[config.mk]
export PLATFORM = sky130hd
export DESIGN_NAME = hrug_div
export DESIGN_NICKNAME = d
export VERILOG_FILES = /design/src/hrug_pkg.sv /design/src/hrug_div.sv
export SDC_FILE = /design/constraint.sdc
export NUM_CORES = 1
export LEC_CHECK = 0
export BUFFER_PORTS_ARGS = -buffer_cell sky130_fd_sc_hd__buf_2
export CAP_MARGIN = 20
export CORE_MARGIN = 4
export CORE_UTILIZATION = 47
export DETAILED_ROUTE_END_ITERATION = 12
export PLACE_DENSITY = 0.71
export RECOVER_POWER = 50
export REMOVE_ABC_BUFFERS = 1
export SLEW_MARGIN = 40
export SYNTH_ARGS = -nofsm -noshare
export SYNTH_HDL_FRONTEND = slang
export SYNTH_SLANG_ARGS = --single-unit
[constraint.sdc]
create_clock -name clk_i -period 5.6 [get_ports clk_i]
set_input_delay 0.28 -clock clk_i [delete_from_list [all_inputs] [get_ports clk_i]]
set_output_delay 0.28 -clock clk_i [all_outputs]
set_load 0.05 [all_outputs]
[src/hrug_pkg.sv]
// ----------------------------------------------------------------------------
// hrug_pkg
// Shared constants, types and helpers for the HIMM ray update generator.
// ----------------------------------------------------------------------------
package hrug_pkg;

  localparam int STORE_DEPTH     = 4096;
  localparam int STORE_AW        = 12;
  localparam int CELL_W          = 8;
  localparam int GRID_WIDTH_DEF  = 64;
  localparam int GRID_HEIGHT_DEF = 64;
  localparam int MAX_STEPS_DEF   = 63;
  localparam int RC_W            = 10;   // grid row/column index, sides up to 1024
  localparam int FULL_AW         = 20;   // row*width+column before the store check
  localparam int CORDIC_ITERS    = 24;
  localparam int DIV_W           = 33;   // dividend / quotient
  localparam int DVS_W           = 31;   // divisor / remainder
  localparam int AMT_W           = 13;

  localparam logic signed [31:0] CORDIC_GAIN = 32'sd652032874;
  localparam logic signed [65:0] HALF_Q30    = 66'sd536870912;

  localparam logic CMD_WRITE = 1'b0;
  localparam logic CMD_RAY   = 1'b1;

  localparam logic [1:0] CFG_INC_AMT = 2'd0;
  localparam logic [1:0] CFG_DEC_AMT = 2'd1;
  localparam logic [1:0] CFG_MAX_RD  = 2'd2;
  localparam logic [1:0] CFG_EDGE    = 2'd3;

  typedef struct packed {
    logic        start;
    logic [15:0] angle;
  } cordic_req_t;

  typedef struct packed {
    logic               busy;
    logic               done;
    logic signed [31:0] cos;
    logic signed [31:0] sin;
  } cordic_rsp_t;

  typedef struct packed {
    logic             start;
    logic [DIV_W-1:0] dividend;
    logic [DVS_W-1:0] divisor;
  } div_req_t;

  typedef struct packed {
    logic             busy;
    logic             done;
    logic [DIV_W-1:0] quot;
    logic [DVS_W-1:0] rem;
  } div_rsp_t;

  function automatic logic signed [31:0] atan_lut(input logic [4:0] idx);
    logic signed [31:0] v;
    case (idx)
      5'd0:  v = 32'sd536870912;
      5'd1:  v = 32'sd316933406;
      5'd2:  v = 32'sd167458907;
      5'd3:  v = 32'sd85004756;
      5'd4:  v = 32'sd42667331;
      5'd5:  v = 32'sd21354465;
      5'd6:  v = 32'sd10679838;
      5'd7:  v = 32'sd5340245;
      5'd8:  v = 32'sd2670163;
      5'd9:  v = 32'sd1335087;
      5'd10: v = 32'sd667544;
      5'd11: v = 32'sd333772;
      5'd12: v = 32'sd166886;
      5'd13: v = 32'sd83443;
      5'd14: v = 32'sd41722;
      5'd15: v = 32'sd20861;
      5'd16: v = 32'sd10430;
      5'd17: v = 32'sd5215;
      5'd18: v = 32'sd2608;
      5'd19: v = 32'sd1304;
      5'd20: v = 32'sd652;
      5'd21: v = 32'sd326;
      5'd22: v = 32'sd163;
      5'd23: v = 32'sd81;
      default: v = 32'sd0;
    endcase
    return v;
  endfunction

  function automatic logic signed [31:0] sat32(input logic signed [36:0] v);
    logic signed [31:0] r;
    if (v > 37'sd2147483647) begin
      r = 32'sh7FFFFFFF;
    end else if (v < -37'sd2147483648) begin
      r = 32'sh80000000;
    end else begin
      r = v[31:0];
    end
    return r;
  endfunction

endpackage

[src/hrug_div.sv]
// ----------------------------------------------------------------------------
// hrug_div
// Unsigned restoring divider, one quotient bit per cycle.
// ----------------------------------------------------------------------------
module hrug_div (
  input  logic               clk_i,
  input  logic               rst_ni,
  input  hrug_pkg::div_req_t req_i,
  output hrug_pkg::div_rsp_t rsp_o
);

  localparam int CNT_W = $clog2(hrug_pkg::DIV_W + 1);

  logic [hrug_pkg::DIV_W-1:0] quot_q;
  logic [hrug_pkg::DVS_W-1:0] rem_q, dvs_q;
  logic [hrug_pkg::DVS_W:0]   trial;
  logic                       fits;
  logic [CNT_W-1:0]           cnt_q;
  logic                       busy_q, done_q;

  assign trial = {rem_q, quot_q[hrug_pkg::DIV_W-1]};
  assign fits  = trial >= {1'b0, dvs_q};

  always_ff @(posedge clk_i or negedge rst_ni) begin
    if (!rst_ni) begin
      busy_q <= 1'b0;
      done_q <= 1'b0;
      cnt_q  <= '0;
    end else begin
      done_q <= 1'b0;
      if (req_i.start) begin
        busy_q <= 1'b1;
        cnt_q  <= '0;
      end else if (busy_q) begin
        cnt_q <= cnt_q + 1'b1;
        if (cnt_q == CNT_W'(hrug_pkg::DIV_W - 1)) begin
          busy_q <= 1'b0;
          done_q <= 1'b1;
        end
      end
    end
  end

  always_ff @(posedge clk_i) begin
    if (req_i.start) begin
      quot_q <= req_i.dividend;
      rem_q  <= '0;
      dvs_q  <= req_i.divisor;
    end else if (busy_q) begin
      quot_q <= {quot_q[hrug_pkg::DIV_W-2:0], fits};
      rem_q  <= fits ? hrug_pkg::DVS_W'(trial - {1'b0, dvs_q})
                     : trial[hrug_pkg::DVS_W-1:0];
    end
  end

  assign rsp_o.busy = busy_q;
  assign rsp_o.done = done_q;
  assign rsp_o.quot = quot_q;
  assign rsp_o.rem  = rem_q;

endmodule

==> results.py <==
metrics = {
    "outcome": {
        "outcome": "finished, violations left",
        "failed_checks": "capacitance limit, slew limit",
    },
    "synth": {
        "ys_ff_latch": 103,
        "synth_edf_count": 64,
        "synth-main-ff-cell": "sky130_fd_sc_hd__edfxtp_1",
        "post-synth-top-area-cell": "sky130_fd_sc_hd__edfxtp_1",
        "post_syn_instances": 600,
        "synth_sequential_area_ratio_pct": 45.3,
        "synth_top_cell_area_share_pct": 31.7,
        "synth_top_area_cells": "sky130_fd_sc_hd__edfxtp_1 32%, sky130_fd_sc_hd__dfxtp_1 10%, sky130_fd_sc_hd__ha_1 6.8%",
        "ys_async_sr_fraction_pct": 7.77,
        "synth.yosys.warnings": 0,
        "synthesis.area_um2": 6060,
        "synth.top_cells.by_count": "64 x sky130_fd_sc_hd__edfxtp_1, 64 x sky130_fd_sc_hd__nand2_1, 45 x sky130_fd_sc_hd__nor2_1",
        "synthDistinctLibCells": 69,
        "syn_avg_cell_area_um2": 10.1,
    },
    "sta": {
        "timing.final.crit_share_pct": 61.0,
        "max-slew-margin-rel_pct": -57.6,
        "timing.final.setup_violations": 0,
        "final_setup_skew_ps": 11.1,
        "report.final.hold_viol_count": 0,
        "fin_crit_ps": 3410,
        "rsz_0062_raised_after_global_routing": "false",
        "clock.fmax_mhz": 293,
        "fin_tns_setup_ps": 0,
        "worstMarginPinSlew_ps": 2360,
        "number_of_slew_limit_violations_in_the_final_report": 47,
        "smallest_setup_slack_after_layout_ps": 2190,
    },
    "clock_tree": {
        "clockRootBuffer": "sky130_fd_sc_hd__clkbuf_16",
        "cts_post_setup_buffers_inserted": 0,
        "path_clk_slew_ps": 70,
        "cts.path.max_buffers": 2,
        "cts_tree": "built",
        "tritoncts.num_buffers": 9,
        "clock_insertion_delay_at_the_later_pin_of_the_skew_report_ps": 360,
        "htreeDepth": 3,
        "numClockSinks": 103,
        "postCtsResizedCells": 0,
        "cts_hold_buf": 1,
    },
    "routing": {
        "drt_pass1_iterations": 5,
        "drc": 0,
        "detail_route.wl_per_cell_um": 15.9,
        "viasPerCell": 5.59,
        "initialDrtViolationCount": 314,
        "antenna_nets_post_route": 0,
        "routed_wirelength_um": 14200,
        "vias": 4988,
    },
    "global_route": {
        "grt_first_pass_wirelength_um": 23500,
        "gr-total-overflow": 0,
        "antenna_violations_before_repair": 0,
        "largest_net_degree_at_the_start_of_global_routing": 64,
        "gr-usage-all-layers_pct": 19.6,
        "first_global_vias": 5010,
    },
    "power_and_ir_drop": {
        "power.clock.fraction_pct": 21.8,
        "fin_total_pwr_mw": 3.04,
        "share_seq_of_total_power_pct": 33.7,
        "p_sw_mw": 1.30,
        "pwr_density_cell_nw_per_um2": 430,
        "power.share.switching_pct": 43.0,
        "vdd.ir_drop.worst_mv": 0.258,
        "p_leak_nw": 3.05,
        "p_int_mw": 1.73,
        "comb_power_share_pct": 44.5,
    },
    "finish": {
        "n_fill_cell": 1145,
        "post_route_cells_drive_above_1_share_pct": 22.9,
        "final_nets": 817,
        "antenna_cells": 0,
        "flow.area_growth_from_synthesis_pct": 16.5,
    },
    "die": {
        "design.die.area_um2": 14800,
        "die_h_um": 122,
        "initial_core_util_pct": 48.0,
        "core_area_um2": 12600,
        "rows": 41,
        "top_level_ports": 133,
        "dieWidth_um": 122,
    },
    "critical_path": {
        "worstSetupPathType": "flip-flop to flip-flop",
        "worst_ep_required_time_ps": 5860,
        "worst_setup_path_start_kind": "flip-flop",
        "timing.critical_path.fanout_max": 29,
        "timing.critical_path.to_type": "flip-flop",
        "critical_path_arrival_ps": 3680,
    },
    "placed_design": {
        "gp_routability_congestion": 0.885,
        "dp_hpwl_um": 10400,
        "io_buffers": 132,
        "dp_worst_setup_slack_ps": 2220,
    },
    "run": {
        "max_cap_viol_count": 1,
    },
    "min_path": {
        "worst_hold_path_type": "input port to flip-flop",
    },
}
-- final cells by class --
cell class                      count  area (um2)  share of cell area, %
Sequential cell                   103        2740                   38.8
Clock buffer                        9         225                   3.19
Inverter                           42         158                   2.23
Clock inverter                      7        86.3                   1.22
Timing Repair Buffer              136         644                   9.12
Tap cell                          172         215                   3.05
Multi-Input combinational cell    424        2990                   42.3
-- stage by stage --
stage	utilization (%)	hold WS (ps)	cells	cell area (um2)
2_1_floorplan	-	-15.6	569	5890
3_3_place_gp	53.8	128	876	6790
3_5_place_dp	53.8	128	876	6790
4_1_cts	56.4	81.3	893	7110
5_1_grt	56.0	75.0	893	7060
6_report	56.0	95.5	893	7060
-- routing by layer --
metal,up-vias,track usage [%],share of wire [%]
met5,-,0,0
met4,0,5.32,1.4
met3,19,7.71,9.0
met2,178,31.9,47
met1,2357,24.4,43
li1,2434,-,-
-- final timing paths --
path                            start        end  slack (ps)  cells after the start
hold / removal              req_i[18]  dvs_q[18]         100                      1
min in group asynchronous      rst_ni   cnt_q[0]         380                      2
setup reg to reg           quot_q[32]  rem_q[26]        2190                     11
hold reg to reg              rem_q[1]   rem_q[1]         510                      2
max in group asynchronous      rst_ni     busy_q        4910                      2
setup / recovery           quot_q[32]  rem_q[26]        2190                     11
-- worst max-delay path, stage by stage, from the launching register on --
cell                       delay (ps)
sky130_fd_sc_hd__edfxtp_1         410
sky130_fd_sc_hd__inv_1             80
sky130_fd_sc_hd__ha_1             180
sky130_fd_sc_hd__fa_1             230
sky130_fd_sc_hd__nor2b_1           70
sky130_fd_sc_hd__o31a_1           270
sky130_fd_sc_hd__o31a_1           310
sky130_fd_sc_hd__o31ai_2          240
sky130_fd_sc_hd__a221o_1          440
sky130_fd_sc_hd__nand2_2          480
sky130_fd_sc_hd__and3_1           360
sky130_fd_sc_hd__o41ai_2          250
-- flip-flops by register name (all words and copies together), names as in the netlist --
name	count
rem_q	31
quot_q	33
done_q	1
cnt_q	6
busy_q	1
dvs_q	31
-- cell families (layout without fill, tap and decap cells) --
logic type                 Yosys count  in the layout  share of synthesized area, %
AOI/OAI and AO/OA                  143            143                          17.3
xor gates and xnor gates            20             20                          2.89
adders and majority gates           34             34                          7.14
buffers and inverters               73            194                          5.43
DFF                                103            103                          45.3
muxes                               39             39                          7.23
and+or+nand+nor                    188            188                          14.8
-- cell usage in the layout (no fill, tap or decap), types with 11 or more instances in the layout --
cell / n
sky130_fd_sc_hd__a21o_1: 12
sky130_fd_sc_hd__a21oi_1: 34
sky130_fd_sc_hd__a311oi_1: 20
sky130_fd_sc_hd__buf_2: 93
sky130_fd_sc_hd__clkbuf_1: 39
sky130_fd_sc_hd__dfxtp_1: 31
sky130_fd_sc_hd__edfxtp_1: 64
sky130_fd_sc_hd__ha_1: 33
sky130_fd_sc_hd__inv_1: 41
sky130_fd_sc_hd__mux2_2: 33
sky130_fd_sc_hd__nand2_1: 64
sky130_fd_sc_hd__nand3_1: 18
sky130_fd_sc_hd__nor2_1: 45
sky130_fd_sc_hd__nor3_1: 11
sky130_fd_sc_hd__o21ai_0: 17
sky130_fd_sc_hd__xnor2_1: 11
-- power by group through the flow --
stage                     Combinational [mW]  Clock [mW]  Sequential [mW]
after global routing                    1.48       0.713             1.04
after global placement                  1.33           0             1.03
after detailed placement                1.36           0             1.04
after floorplan                        0.714           0             1.36
final                                   1.35       0.661             1.02
after CTS                               1.36       0.682             1.02
Power figures use the tool's default switching activity.
